==> src/hdl/sic_pkg.sv <==
// ----------------------------------------------------------------------------
// Segment intersection classifier package
// Shared constants, result codes and the small structs passed between the
// pipeline modules.
// ----------------------------------------------------------------------------
package sic_pkg;

   localparam int COORD_WIDTH_DEF = 16;
   localparam int KIND_WIDTH      = 3;

   typedef logic [KIND_WIDTH-1:0] kind_type;

   localparam kind_type KIND_NONE    = 3'd0;
   localparam kind_type KIND_CROSS   = 3'd1;
   localparam kind_type KIND_OVERLAP = 3'd2;
   localparam kind_type KIND_A_START = 3'd3;
   localparam kind_type KIND_A_END   = 3'd4;
   localparam kind_type KIND_B_START = 3'd5;
   localparam kind_type KIND_B_END   = 3'd6;

   // Sign of one orientation determinant.
   typedef struct packed {
      logic zero;
      logic neg;
   } orient_type;

   // Stage load enables for an orientation unit.
   typedef struct packed {
      logic prod_en;
      logic sign_en;
   } orient_ctl_type;

   // Bounding box containment of each endpoint in the other segment's box.
   typedef struct packed {
      logic bs_in_a;
      logic be_in_a;
      logic as_in_b;
      logic ae_in_b;
   } bbox_type;

endpackage

==> src/hdl/sic_orient.sv <==
// ----------------------------------------------------------------------------
// Orientation unit
// Exact sign of a*b - c*d over two register stages: the products, then the
// difference reduced to a zero flag and a negative flag.
// ----------------------------------------------------------------------------
module sic_orient import sic_pkg::*; #(
   parameter int COORD_WIDTH = COORD_WIDTH_DEF
) (
   input  logic                        clock,
   input  orient_ctl_type              ctl,
   input  logic signed [COORD_WIDTH:0] diff_a,
   input  logic signed [COORD_WIDTH:0] diff_b,
   input  logic signed [COORD_WIDTH:0] diff_c,
   input  logic signed [COORD_WIDTH:0] diff_d,
   output orient_type                  sign
);

   localparam int PW = 2 * COORD_WIDTH + 2;

   logic signed [PW-1:0] prod_ab_in, prod_ab_ff;
   logic signed [PW-1:0] prod_cd_in, prod_cd_ff;
   logic signed [PW:0]   det;
   orient_type           sign_in, sign_ff;

   assign prod_ab_in = PW'(diff_a) * PW'(diff_b);
   assign prod_cd_in = PW'(diff_c) * PW'(diff_d);

   // One extra bit keeps the difference of the two products exact.
   assign det          = (PW+1)'(prod_ab_ff) - (PW+1)'(prod_cd_ff);
   assign sign_in.zero = (det == '0);
   assign sign_in.neg  = det[PW];

   always_ff @(posedge clock) begin
      if (ctl.prod_en) begin
         prod_ab_ff <= prod_ab_in;
         prod_cd_ff <= prod_cd_in;
      end
      if (ctl.sign_en) begin
         sign_ff <= sign_in;
      end
   end

   assign sign = sign_ff;

endmodule

==> config.mk <==
export PLATFORM = sky130hd
export DESIGN_NAME = sic_orient
export DESIGN_NICKNAME = d
export VERILOG_FILES = /design/src/hdl/sic_pkg.sv /design/src/hdl/sic_orient.sv
export SDC_FILE = /design/constraint.sdc
export NUM_CORES = 2
export LEC_CHECK = 0
export BUFFER_PORTS_ARGS = -buffer_cell sky130_fd_sc_hd__buf_2
export CAP_MARGIN = 20
export CORE_MARGIN = 4
export CORE_UTILIZATION = 30
export DETAILED_ROUTE_END_ITERATION = 16
export MAX_ROUTING_LAYER = met4
export PLACE_DENSITY = 0.54
export SYNTH_ARGS = -nofsm -noshare
export SYNTH_HDL_FRONTEND = slang
export SYNTH_SLANG_ARGS = --single-unit
==> constraint.sdc <==
create_clock -name clock -period 8.1 [get_ports clock]
set_input_delay 0.405 -clock clock [delete_from_list [all_inputs] [get_ports clock]]
set_output_delay 0.405 -clock clock [all_outputs]
set_load 0.1 [all_outputs]
==> metrics <==
area leader, netlist fa_1; clock tree buffer depth 2; Final setup viols 0; Hold WC Path Type in2reg; cts bufs inserted 9; die area just over 90000 sq um; Fmax ~160 MHz; Post-synth EDFFs 70; vias in the first global route 19.7k; Worst Path Required 8.19 ns; Via Count 18.0k; CORE AREA 85400 sq um; skew final 0.00488 ns; TritonCTS clock tree built; synthesized net count 3637; All-Layer GR Usage 14.3%; crit end category flop; post-synth top area share a little under half; placer congestion estimate 0.882; Hold Path Origin ctl[0]; hold_buf cts 0; hold path depth 1; top_reg_cell synth edfxtp_1; pin count of the biggest net entering global routing 69; grt ovf 0; Max Cap Viol 0; Slew HR 39.9%; Hold Violations, Final 0; die height 302 um; clock sink count 70; Initial Util just over 30%; largest family of logic cells by synthesized area adder cells; Post-CTS Setup Bufs 0; adder-cell share of the synthesized area 55.7%; Max Slew Vio Count 0; crit-path max cell delay 0.56 ns; Synth warnings 0; mux cell area share after synthesis less than 1%; die width roughly 300 um; Synth area leaders fa_1, ha_1, inv_1, edfxtp_1, and2_1; first-pass GRT wire length 102 mm; critical path, cell by cell buf_2, and2_1, fa_1, inv_1, fa_1, fa_1, inv_1, fa_1, fa_1, inv_1, fa_1, inv_1, ha_1, a21o_1, a21boi_0, inv_1, o31ai_2, o21ai_1, o311ai_1, a211o_1, o21ai_1, a21oi_1, xnor2_1; Root Driver clkbuf_16; antenna violations before repair 1; H-tree levels 3; most instantiated library cell after synthesis inv_1; TNS Setup 0 ns; Iteration-0 DRC Markers approximately 840; Post-Synth XOR/XNOR Area 2.94%; reg2reg setup slack 4.29 ns; post-synthesis compound-gate area fraction ~7.1%; RR Endpoint sign[1]; Worst R2R Path Depth 12; outcome finished clean; area delta synth->final 6.76%; synthesized area per cell ~9.3 sq um; setup repair after global routing missed its margin no; Reg clk slew, reported paths about 0.060 ns; number of I/O port buffers 72; Seq/Total Area, Yosys 8.12%; crit path kind in2reg; WL per Instance around 15 um; Crit Path Max Fanout 17; synthesized area roughly 26000 sq um; critical path data arrival time 6.51 ns; Setup crit start kind primary input; most used cell, CP fa_1; share of layout cells above drive strength 1 between 3 and 4%; row cnt approximately 110; Least-Margin Pin Slew 0.901 ns; nets@finish ~3.6k; Reg2Reg Launch Point prod_ab_ff[0]; Synth Area in Simple Gates 14.8%; hold path endpoint sign[0]; Ports 73; post-synth cell types 70; Post-synth ARST share 0%; Slowest cell on crit path fa_1; worst-skew pair later-pin latency 0.34 ns; number of fill cells between 9k and 10k; DRT antenna net count 0; post-layout min period 6.41 ns; Tcrit/Tclk final 79.2%; Synth top cells by count inv_1, fa_1, and2_1; Detailed Route WL between 60 and 70 mm; # DRC 0; Post-Syn Instances 2769; register bit total from synthesis 70; Post-DP HPWL 49.7 mm; First-pass DRT Iterations 5; PostCTS Resize Cnt 0; Vias per Instance roughly 4.6
[critical path, delay by kind of cell]
kind	cells	cell delay, ns
AND/OR/NAND/NOR	1	0.24
buffers and inverters	6	0.52
AO/OA/AOI/OAI	8	1.89
XOR/XNOR	1	0.09
adder cells (fa/ha/maj)	7	3.35
[cells by family (layout without fill, tap and decap cells)]
logic type	after synthesis	after routing
simple gates	765	765
buf+inv	766	763
compound gates	279	279
other cells	0	1
mux	5	5
xor+xnor	87	87
flops	70	70
fa+ha+maj	797	797
[per-layer routing]
layer	global-route usage (%)	routed length (um)	vias to the layer above
li1	-	-	8326
met5	-	0	-
met2	26.0	32300	269
met1	17.3	24600	9356
met4	2.92	1370	0
met3	1.42	1680	72
[stage by stage]
stage	hold slack [ns]	instances	utilization [%]	instance area [sq um]	worst slack (ns)
floorplan	0.517	2769	-	25900	1.90
global placement	0.624	3894	32.0	27300	1.33
detailed placement	0.638	3894	32.0	27300	1.33
CTS	0.270	3910	32.4	27600	1.67
global route	0.280	3911	32.4	27600	1.23
finish	0.285	3911	32.4	27600	1.69
[layout make-up]
cell class	count	area [sq um]	area share, %
inverter	674	2530	9.15
multi-input combinational	1933	20900	75.6
tap	1144	1430	5.18
antenna	1	2.50	0.00905
sequential	70	2100	7.60
timing repair buffer	73	368	1.33
clock inverter	5	73.8	0.267
clock buffer	11	233	0.842
[sequential cells by signal, indices dropped and copies added (netlist names)]
signal and flops:
prod_cd_ff 34, sign 2, prod_ab_ff 34
[worst max path at each step]
stage                    from              to  slack (ns)  cells after the start
floorplan           diff_b[8]  prod_ab_ff[33]        1.90                     23
global placement    diff_c[8]  prod_cd_ff[32]        1.33                     23
detailed placement  diff_c[8]  prod_cd_ff[32]        1.33                     23
CTS                 diff_c[8]  prod_cd_ff[32]        1.67                     23
global route        diff_b[2]  prod_ab_ff[33]        1.23                     21
finish              diff_c[8]  prod_cd_ff[32]        1.69                     23
[cells in the final DEF, fill, tap and decap left out, drive strengths merged, types with 6 or more instances in the layout]
cell / count
a211oi: 6
a21o: 32
a21oi: 68
a31oi: 17
and2: 291
buf: 73
clkbuf: 11
edfxtp: 70
fa: 593
ha: 204
inv: 674
nand2: 288
nand2b: 19
nand3: 20
nand4: 13
nor2: 87
nor2b: 11
nor3: 13
o211ai: 7
o21a: 15
o21ai: 58
o21bai: 18
o22ai: 8
or3: 7
xnor2: 69
xor2: 18
Power is not shown: default switching activity piles up to over one toggle a cycle in this logic, so the estimate is an artifact.
