==> src/hdl/sic_pkg.sv <==
// ----------------------------------------------------------------------------
// Segment intersection classifier package
// Shared constants, result codes and the small structs passed between the
// pipeline modules.
// ----------------------------------------------------------------------------
package sic_pkg;

   localparam int COORD_WIDTH_DEF = 16;
   localparam int KIND_WIDTH      = 3;

   typedef logic [KIND_WIDTH-1:0] kind_type;

   localparam kind_type KIND_NONE    = 3'd0;
   localparam kind_type KIND_CROSS   = 3'd1;
   localparam kind_type KIND_OVERLAP = 3'd2;
   localparam kind_type KIND_A_START = 3'd3;
   localparam kind_type KIND_A_END   = 3'd4;
   localparam kind_type KIND_B_START = 3'd5;
   localparam kind_type KIND_B_END   = 3'd6;

   // Sign of one orientation determinant.
   typedef struct packed {
      logic zero;
      logic neg;
   } orient_type;

   // Stage load enables for an orientation unit.
   typedef struct packed {
      logic prod_en;
      logic sign_en;
   } orient_ctl_type;

   // Bounding box containment of each endpoint in the other segment's box.
   typedef struct packed {
      logic bs_in_a;
      logic be_in_a;
      logic as_in_b;
      logic ae_in_b;
   } bbox_type;

endpackage

==> src/hdl/sic_classify.sv <==
// ----------------------------------------------------------------------------
// Meeting classifier
// Combines the four orientation signs and the bounding box flags into the
// meeting kind and holds it in the output register.
// ----------------------------------------------------------------------------
module sic_classify import sic_pkg::*; (
   input  logic       clock,
   input  logic       load_en,
   input  orient_type o1,
   input  orient_type o2,
   input  orient_type o3,
   input  orient_type o4,
   input  bbox_type   bbox,
   output kind_type   meet_kind
);

   logic     on_bs, on_be, on_as, on_ae, proper;
   kind_type kind_in, kind_ff;

   // A collinear endpoint inside the other segment's box lies on it.
   assign on_bs = o1.zero & bbox.bs_in_a;
   assign on_be = o2.zero & bbox.be_in_a;
   assign on_as = o3.zero & bbox.as_in_b;
   assign on_ae = o4.zero & bbox.ae_in_b;

   assign proper = ~o1.zero & ~o2.zero & ~o3.zero & ~o4.zero &
                   (o1.neg ^ o2.neg) & (o3.neg ^ o4.neg);

   always_comb begin
      if (proper) begin
         kind_in = KIND_CROSS;
      end else if (on_bs) begin
         kind_in = (on_as | on_ae | on_be) ? KIND_OVERLAP : KIND_B_START;
      end else if (on_be) begin
         kind_in = (on_as | on_ae | on_bs) ? KIND_OVERLAP : KIND_B_END;
      end else if (on_as) begin
         kind_in = (on_bs | on_be | on_ae) ? KIND_OVERLAP : KIND_A_START;
      end else if (on_ae) begin
         kind_in = (on_bs | on_be | on_as) ? KIND_OVERLAP : KIND_A_END;
      end else begin
         kind_in = KIND_NONE;
      end
   end

   always_ff @(posedge clock) begin
      if (load_en) begin
         kind_ff <= kind_in;
      end
   end

   assign meet_kind = kind_ff;

endmodule

==> config.mk <==
export PLATFORM = sky130hd
export DESIGN_NAME = sic_classify
export DESIGN_NICKNAME = d
export VERILOG_FILES = /design/src/hdl/sic_pkg.sv /design/src/hdl/sic_classify.sv
export SDC_FILE = /design/constraint.sdc
export NUM_CORES = 1
export LEC_CHECK = 0
export ABC_AREA = 1
export BUFFER_PORTS_ARGS = -buffer_cell sky130_fd_sc_hd__clkbuf_2
export CORE_AREA = 3 3 40 42
export CTS_CLUSTER_DIAMETER = 50
export DETAILED_ROUTE_END_ITERATION = 12
export DIE_AREA = 0 0 43 45
export RECOVER_POWER = 100
export SYNTH_ARGS = -nofsm -noshare
export SYNTH_HDL_FRONTEND = slang
export SYNTH_SLANG_ARGS = --single-unit
==> constraint.sdc <==
create_clock -name clock -period 1.2 [get_ports clock]
set_clock_uncertainty 0.05 [all_clocks]
set_input_delay 0.18 -clock clock [delete_from_list [all_inputs] [get_ports clock]]
set_output_delay 0.18 -clock clock [all_outputs]
set_load 0.01 [all_outputs]
==> impl_results.md, run 1 <==
- Die H: 45 um
- TNS Setup: 0 ps
- M1 WL: 213 um
- Final core utilization: 28.2%
- Post-synthesis simple-gate area fraction: 49.0%
- Critical Path RT: 970 ps
- Slew margin rel.: 88.5%
- Hold crit path type: in -> reg
- Max-Cap Viols: 0
- DRC: 0
- VDD IR max: 0.190 mV
- Total Wirelength: 556 um
- DR vias/cell: 3.91
- Core area: 1280 sq um
- Netlist cell types: 14
- Count of final setup violators: 0
- Critical Path AT: 710 ps
- Met3 wire len: 42 um
- Tcrit/Tclk final: 78.6%
- Critical path's top delay family: flip-flops
- Gr ovfl total: 0
- Wire per inst: 8.30 um
- Row cnt: 13
- Worst path bufs/invs: 1
- Final min period: 943 ps
- Post-CTS Hold Fix Bufs: 0
- Synthesized net count: 46
- Slowest stage delay, CP: 350 ps
- Routed wl met2: 300 um
- Post-synthesis compound-gate area fraction: 3.03%
- Nets@finish: 67
- Layout cells sized above 1: 42.3%
- Total track usage: 6.35%
- DR top layer: met3
- Slowest CP cell: edfxtp_1
- Critical Path Fanout Max: 1
- Ys Warns: 0
- First-pass GRT wire length: 848 um
- Sink Count: 3
- Leakage power: 0.191 nW
- Largest family of logic cells by synthesized area: simple AND/OR/NAND/NOR gates
- Setup Buffers After CTS: 0
- Peak Freq: 1060 MHz
- Vias in the first global route: 225
- Die Width: 43 um
- IO Pins: 17
- Initial DRT Pass Iterations: 4
- RSZ-0062 raised after global routing: false
- Root buffer cell: clkbuf_4
- CTS tree: built
- CP cell instances: clkbuf_1
- Largest net degree at the start of global routing: 6
- Post-synthesis adder-cell area fraction: 0%
- Clk slew on worst S/H paths: 40 ps
- Initial antenna violation count: 0
- Outcome: completed
- FF+latch count, synth: 3
- Num CTS Buffers: 3
- PD cells: 1070 nW/um^2
- DP Wirelength: 478 um
- Seq/Total Area, Yosys: 36.4%
- Area growth, synth to finish: 46.5%
- Vias: 262
- Fin area: 363 sq um
- Dpl cell area: 347 sq um
- Die ar.: 1940 sq um
- Synth Area in XOR/XNOR: 3.54%
- Endpoints failing hold: 0
- Initial drt markers: 5
- Initial core utilization: 19.3%
- Fillers: 148
- Pwr Total: 0.387 mW
- Synthesized area: 248 sq um
- Post-synthesis area per instance: 7.74 sq um
- Crit path kind: reg -> out
- Mux cell area share after synthesis: 0%
- Mapped Cells: 32
- Placer's final routability congestion estimate: 0.703
- Antenna-violating nets left: 0
- Worst Tran Pin Value: 173 ps
- PortBufs: 16
- H-tree levels: 1
- Worst hold slack: 199 ps
- Crit path launch type: flop
- Worst Setup End Kind: primary output
- Ant. Diodes: 0
- Max-slew violations: 0
- Post-CTS Resized: 0
- Longest Clk Path Bufs: 2
- Max reg flops: 3
## power by group
group | switching [mW] | leakage (nW) | internal [mW]
combinational | 0.0455 | 0.147 | 0.0347
sequential | 0.00202 | 0.0290 | 0.129
clock | 0.0512 | 0.0150 | 0.125
## layout by cell type (no fill, tap or decap), drive strengths merged
cell type	n
clkbuf	20
nand2	10
nor2	7
inv	4
edfxtp	3
nand4	2
nand3	2
o211ai	1
clkinvlp	1
xor2	1
nand3b	1
## synthesized netlist by cell type
cell type / n / area [sq um]
nand2_2: 5 / 31.3
nand4_1: 2 / 12.5
nand2_1: 4 / 15.0
nor2_1: 6 / 22.5
xor2_1: 1 / 8.76
nand3b_1: 1 / 7.51
o211ai_1: 1 / 7.51
edfxtp_1: 3 / 90.1
inv_1: 4 / 15.0
nand3_2: 1 / 10.0
nand3_1: 1 / 5.00
nor2_2: 1 / 6.26
clkinv_2: 1 / 5.00
nand2_4: 1 / 11.3
## final cells by class
| class | count | area [sq um] | area share, % |
|---|---|---|---|
| Multi-Input combinational cell | 24 | 133 | 36.6 |
| Sequential cell | 3 | 90.1 | 24.8 |
| Timing Repair Buffer | 16 | 75.1 | 20.7 |
| Clock buffer | 4 | 26.3 | 7.24 |
| Inverter | 5 | 20.0 | 5.52 |
| Tap cell | 15 | 18.8 | 5.17 |
## worst paths after layout
path / start / endpoint / slack (ps) / cells past startpoint
hold / removal: load_en / meet_kind[0] / 200 / 1
setup / recovery: meet_kind[2] / meet_kind[2] / 260 / 1
## stage by stage
stage	setup WS (ps)	cells
floorplan	367	32
global placement	233	63
detailed placement	201	63
CTS	246	67
global route	224	67
finish	257	67
## logic make-up after synthesis
logic type             count (synthesis)
AND/OR/NAND/NOR                       22
buffers and inverters                  5
XOR/XNOR                               1
flip-flops                             3
AO/OA/AOI/OAI                          1
## routing by layer
metal | GRT usage [%] | vias up
li1 | - | 143
met1 | 5.85 | 111
met2 | 9.88 | 8
met3 | 2.79 | 0
met4 | 7.23 | 0
met5 | 0 | -
(Power assumes the default switching activity.)
==> run 2: changes to the inputs <==
--- a/config.mk
+++ b/config.mk
@@ -5,7 +5,7 @@
 export SDC_FILE = /design/constraint.sdc
 export NUM_CORES = 1
 export LEC_CHECK = 0
-export ABC_AREA = 1
+export ABC_AREA = 0
 export BUFFER_PORTS_ARGS = -buffer_cell sky130_fd_sc_hd__clkbuf_2
 export CORE_AREA = 3 3 40 42
 export CTS_CLUSTER_DIAMETER = 50
==> constraint.sdc (replaced) <==
create_clock -name clock -period 0.8 [get_ports clock]
set_clock_uncertainty 0.05 [all_clocks]
set_input_delay 0.12 -clock clock [delete_from_list [all_inputs] [get_ports clock]]
set_output_delay 0.12 -clock clock [all_outputs]
set_load 0.01 [all_outputs]
==> impl_results.md, run 2 <==
- Post-CTS Hold Fix Bufs: 0 (unchanged)
- PD cells: 1760 nW/um^2 (was 1070 nW/um^2)
- Placed cells: 51 (was 63)
- Leakage power: 0.151 nW (was 0.191 nW)
- Vias in the first global route: 230 (was 225)
- Die H: 45 um (unchanged)
- RSZ-0062 raised after global routing: true (was false)
- Total track usage: 6.44% (was 6.35%)
- Initial DRT Pass Iterations: 2 (was 4)
- Synthesized area: 193 sq um (was 248 sq um)
- Seq/Total Area, Yosys: 46.8% (was 36.4%)
- P_int: 0.439 mW (was 0.288 mW)
- Ys Warns: 0 (unchanged)
- Synth area leader: edfxtp_1 (unchanged)
- Clock group share of total power: 45.9% (was 45.5%)
- Longest Clk Path Bufs: 2 (unchanged)
- Area growth, synth to finish: 67.5% (was 46.5%)
- Die ar.: 1940 sq um (unchanged)
- Worst path bufs/invs: 1 (unchanged)
- Sink Count: 3 (unchanged)
- Hold Path Depth: 1 (unchanged)
- Layout cells sized above 1: 52.5% (was 42.3%)
- Max reg flops: 3 (unchanged)
- Tcrit/Tclk final: 110%
- Clk slew on worst S/H paths: 40 ps (about the same)
- Initial drt markers: 6 (was 5)
- TNS Setup: -237 ps (was 0 ps)
- Area taken by multi-input logic gates: 93.8 sq um (was 133 sq um)
- Synthesized net count: 32 (was 46)
- Nets@finish: 55 (was 67)
- Final min period: 883 ps
- Row cnt: 13 (unchanged)
- Worst Tran Pin Value: 298 ps (was 173 ps)
- Worst Setup End Kind: primary output (unchanged)
- Vias: 213 (was 262)
- VDD IR max: 0.389 mV (was 0.190 mV)
- DRC: 0 (unchanged)
- CTS tree: built (unchanged)
- Mapped Cells: 18 (was 32)
- Count of final setup violators: 3 (was 0)
- Placer's final routability congestion estimate: 0.604 (was 0.703)
- Psw: 0.130 mW (was 0.0987 mW)
- IO Pins: 17 (unchanged)
- Post-synthesis area per instance: 10.7 sq um (was 7.74 sq um)
- Failing checks: negative setup slack
- Wire per inst: 8.33 um (was 8.30 um)
- Post-Layout Cell Count: 55 (was 67)
- Most frequent cells in the layout: 14 x clkbuf_2, 4 x nand2_1, 3 x clkbuf_4, 3 x edfxtp_1 (was 12 x clkbuf_2, 6 x nand2_1, 6 x nor2_1)
- Critical Path RT: 630 ps (was 970 ps)
- Critical Path Fanout Max: 1 (unchanged)
- H-tree levels: 1 (unchanged)
- Max-slew violations: 0 (unchanged)
- Ant. Diodes: 0 (unchanged)
- Worst hold slack: 129 ps (was 199 ps)
- Endpoints failing hold: 0 (unchanged)
- Switching share of power: 22.8% (was 25.5%)
- Initial core utilization: 15.0% (was 19.3%)
- Peak Freq: 1130 MHz
- Root buffer cell: clkbuf_4 (unchanged)
- Total Wirelength: 458 um (was 556 um)
- Yosys top cell area share: 46.8% (was 36.4%)
- PortBufs: 16 (unchanged)
- Number of enable-type register cells in the synthesized netlist: 3 (unchanged)
- Core area: 1280 sq um (unchanged)
- Hold path startpoint: load_en (unchanged)
- Top post-synthesis cells by area: edfxtp_1 47%, xnor2_1 9.1%, xor2_1 9.1% (was edfxtp_1 36%, nand2_2 13%, nor2_1 9.1%)
- Crit path kind: reg -> out (unchanged)
- Fillers: 147 (was 148)
- Final core utilization: 25.1% (was 28.2%)
- Critical Path AT: 710 ps (about the same)
- Post-route setup slack: -82.9 ps (was 257 ps)
- Slowest stage delay, CP: 340 ps (was 350 ps)
- FFs w/ async S/R, synth: 0% (unchanged)
- Hold crit path type: in -> reg (unchanged)
- FF+latch count, synth: 3 (unchanged)
- Commonest non-fill, non-tap cell in the layout: clkbuf_2 (unchanged)
- Setup Buffers After CTS: 0 (unchanged)
- Most frequent cells after synthesis: 3 x edfxtp_1, 3 x nand2_1, 2 x nand2_2, 2 x xnor2_1, 2 x xor2_1 (was 6 x nor2_1, 5 x nand2_2, 4 x inv_1, 4 x nand2_1, 3 x edfxtp_1)
- Netlist cell types: 11 (was 14)
- Antenna-violating nets left: 0 (unchanged)
- Num CTS Buffers: 3 (unchanged)
- Dominant synthesized flop cell: edfxtp_1 (unchanged)
- WHS Endpoint: meet_kind[2] (was meet_kind[0])
- Sequential Area: 90.1 sq um (unchanged)
- Critical path's top delay family: flip-flops (unchanged)
- Gr ovfl total: 0 (unchanged)
- Post-CTS Resized: 0 (unchanged)
- Crit path depth: 1 (unchanged)
- Slew margin rel.: 80.0% (was 88.5%)
- Outcome: complete, but fails checks (was completed)
- Combinational Power Share: 19.5% (was 20.7%)
- DR vias/cell: 3.87 (was 3.91)
- Largest net degree at the start of global routing: 5 (was 6)
- Die Width: 43 um (unchanged)
- First-pass GRT wire length: 828 um (was 848 um)
- Crit path launch type: flop (unchanged)
- Sequential power share: 34.6% (was 33.8%)
- Pwr Total: 0.569 mW (was 0.387 mW)
- Slowest CP cell: edfxtp_1 (unchanged)
- Max-Cap Viols: 0 (unchanged)
- Initial antenna violation count: 0 (unchanged)
- CP cell instances: buf_2 (was clkbuf_1)
run 2: logic make-up (layout without fill, tap and decap cells):
kind of cell           after synthesis  after routing  share of synthesized area (%)
AND/OR/NAND/NOR                      7              7                           18.2
flip-flops                           3              3                           46.8
XOR/XNOR                             4              4                           18.2
buffers and inverters                0             22                              0
AO/OA/AOI/OAI                        4              4                           16.9
run 2: worst max-delay path by stage:
stage / from / end / slack (ps)
floorplan: o1[1] / meet_kind[2] / 60
CTS: meet_kind[2] / meet_kind[2] / -90
detailed placement: o3[1] / meet_kind[0] / -120
global placement: o3[1] / meet_kind[0] / -120
global route: meet_kind[1] / meet_kind[1] / -120
finish: meet_kind[2] / meet_kind[2] / -80
run 2: routing by layer:
metal	global-route usage [%]	vias up	routed length, um
met1	6.59	91	180
met4	10.8	0	0
met2	8.38	11	234
met5	0	-	0
met3	1.59	0	43
li1	-	111	-
run 2: per-stage QoR:
stage               cell area (sq um)  setup WS, ps
floorplan                         193          58.2
global placement                  307          -116
detailed placement                307          -121
CTS                               333         -93.6
global route                      323          -124
finish                            323         -82.9
run 2: cell type report:
| type | count | area share [%] |
|---|---|---|
| timing repair buffer | 18 | 29.1 |
| tap | 15 | 5.81 |
| multi-input combinational | 15 | 29.1 |
| clock buffer | 4 | 8.14 |
| sequential | 3 | 27.9 |
run 2: power groups by stage:
stage | combinational [mW] | clock (mW) | sequential (mW)
after global routing | 0.127 | 0.297 | 0.198
final | 0.111 | 0.261 | 0.197
after global placement | 0.117 | 0 | 0.200
after CTS | 0.120 | 0.275 | 0.197
after detailed placement | 0.120 | 0 | 0.200
after floorplan | 0.0422 | 0 | 0.209
==> run 3: changes to the inputs <==
--- a/config.mk
+++ b/config.mk
@@ -8,6 +8,7 @@
 export ABC_AREA = 0
 export BUFFER_PORTS_ARGS = -buffer_cell sky130_fd_sc_hd__clkbuf_2
 export CORE_AREA = 3 3 40 42
+export CTS_BUF_LIST = sky130_fd_sc_hd__clkbuf_16
 export CTS_CLUSTER_DIAMETER = 50
 export DETAILED_ROUTE_END_ITERATION = 12
 export DIE_AREA = 0 0 43 45
==> constraint.sdc (replaced) <==
create_clock -name clock -period 0.8 [get_ports clock]
set_clock_uncertainty 0.05 [all_clocks]
set_input_delay 0.04 -clock clock [delete_from_list [all_inputs] [get_ports clock]]
set_output_delay 0.04 -clock clock [all_outputs]
set_load 0.01 [all_outputs]
==> impl_results.md, run 3 (synthesized netlist as in run 2, its figures left out) <==
- H-tree levels: 1 (unchanged)
- RSZ-0062 raised after global routing: true (unchanged)
- CP cell instances: clkbuf_2 (was buf_2)
- Total track usage: 6.19% (was 6.44%)
- Clk slew on worst S/H paths: 30 ps (was 40 ps)
- Endpoints failing hold: 0 (unchanged)
- First-pass GRT wire length: 828 um (unchanged)
- Longest Clk Path Bufs: 2 (unchanged)
- Commonest non-fill, non-tap cell in the layout: clkbuf_2 (unchanged)
- Root buffer cell: clkbuf_16 (was clkbuf_4)
- Met2 Use GR: 8.68% (was 8.38%)
- Total Wirelength: 497 um (was 458 um)
- Row cnt: 13 (unchanged)
- Slew margin rel.: 81.0% (was 80.0%)
- Fin area: 374 sq um (was 323 sq um)
- Initial drt markers: 2 (was 6)
- Worst Setup End Kind: primary output (unchanged)
- CTS tree: built (unchanged)
- Initial DRT Pass Iterations: 3 (was 2)
- Grt met3 use: 2.79% (was 1.59%)
- Area growth, synth to finish: 94.2% (was 67.5%)
- Setup Buffers After CTS: 0 (unchanged)
- PortBufs: 16 (unchanged)
- Largest net degree at the start of global routing: 5 (unchanged)
- Dpl cell area: 307 sq um (unchanged)
- Wire per inst: 9.04 um (was 8.33 um)
- Leakage power: 0.176 nW (was 0.151 nW)
- Initial antenna violation count: 0 (unchanged)
- Placed cells: 51 (unchanged)
- Worst hold slack: 53.0 ps (was 129 ps)
- Met1 Use GR: 6.36% (was 6.59%)
- Die H: 45 um (unchanged)
- Most frequent cells in the layout: 14 x clkbuf_2, 4 x nand2_1, 3 x clkbuf_16, 3 x edfxtp_1 (was 14 x clkbuf_2, 4 x nand2_1, 3 x clkbuf_4, 3 x edfxtp_1)
- Peak Freq: 1250 MHz (was 1130 MHz)
- Top Usage Layer GRT: met2 (was met4)
- IO Pins: 17 (unchanged)
- Sink Count: 3 (unchanged)
- Hold crit path type: in -> reg (unchanged)
- Vias: 213 (unchanged)
- Count of final setup violators: 0 (was 3)
- Ant. Diodes: 0 (unchanged)
- Tcrit/Tclk final: 99.8% (was 110%)
- Post-Layout Cell Count: 55 (unchanged)
- Critical Path AT: 710 ps (about the same)
- Nets@finish: 55 (unchanged)
- Initial core utilization: 15.0% (unchanged)
- Gr ovfl total: 0 (unchanged)
- Fillers: 143 (was 147)
- Max-Cap Viols: 0 (unchanged)
- Slowest CP cell: edfxtp_1 (unchanged)
- Critical path's top delay family: flip-flops (unchanged)
- Crit path kind: reg -> out (unchanged)
- Max-slew violations: 0 (unchanged)
- Num CTS Buffers: 3 (unchanged)
- Post-CTS Hold Fix Bufs: 0 (unchanged)
- Crit path launch type: flop (unchanged)
- Post-CTS Resized: 0 (unchanged)
- Pre-CTS setup slack: -38.1 ps (was -121 ps)
- Core area: 1280 sq um (unchanged)
- Worst Tran Pin Value: 282 ps (was 298 ps)
- Post-route setup slack: 1.29 ps (was -82.9 ps)
- DR vias/cell: 3.87 (unchanged)
- Antenna-violating nets left: 0 (unchanged)
- Outcome: completed (was complete, but fails checks)
- VDD IR max: 0.721 mV (was 0.389 mV)
- Placer's final routability congestion estimate: 0.626 (was 0.604)
- PD cells: 2900 nW/um^2 (was 1760 nW/um^2)
- Final min period: 799 ps (was 883 ps)
- Worst path bufs/invs: 1 (unchanged)
- Slowest stage delay, CP: 350 ps (was 340 ps)
- Die ar.: 1940 sq um (unchanged)
- DP Wirelength: 415 um
- Critical Path Fanout Max: 1 (unchanged)
- Vias in the first global route: 219 (was 230)
- Layout cells sized above 1: 50.0% (was 52.5%)
- DRC: 0 (unchanged)
- Max reg flops: 3 (unchanged)
- Die Width: 43 um (unchanged)
- Critical Path RT: 710 ps (was 630 ps)
run 3: changes by cell type in the layout (fill, tap and decap cells not counted), sizes merged:
cell  delta
buf      -1
inv      +1
run 3: through the flow:
stage / utilization, % / setup TNS, ps / power, mW
2_1_floorplan: - / 0 / 0.252
3_3_place_gp: 23.9 / -23.9 / 0.318
3_5_place_dp: 23.9 / -55.7 / 0.320
4_1_cts: 30.0 / -4.67 / 1.11
5_1_grt: 29.1 / -55.7 / 1.13
6_report: 29.1 / 0 / 1.08
run 3: routing by layer:
metal | vias to the layer above | part of all wire, %
met5 | - | 0
met4 | 0 | 0
met3 | 0 | 8.2
met2 | 11 | 49
met1 | 92 | 43
li1 | 110 | -
run 3: cell type report:
| class | instances | area [sq um] | share of cell area, % |
|---|---|---|---|
| Clock buffer | 3 | 75.1 | 20.1 |
| Clock inverter | 1 | 3.75 | 1.00 |
| Multi-Input combinational cell | 15 | 93.8 | 25.1 |
| Sequential cell | 3 | 90.1 | 24.1 |
| Tap cell | 15 | 18.8 | 5.02 |
| Timing Repair Buffer | 18 | 92.6 | 24.7 |
run 3: where the power goes:
| group | internal [mW] | total (mW) | leakage (nW) | switching (mW) |
|---|---|---|---|---|
| clock network | 0.644 | 0.775 | 0.0423 | 0.131 |
| registers | 0.194 | 0.198 | 0.0291 | 0.00357 |
| logic | 0.0580 | 0.110 | 0.104 | 0.0523 |
run 3: path summary, 6_finish.rpt:
kind                          from           end  slack [ps]  cells after the start
worst min-delay path       load_en  meet_kind[2]          50                      1
worst max-delay path  meet_kind[2]  meet_kind[2]           1                      1
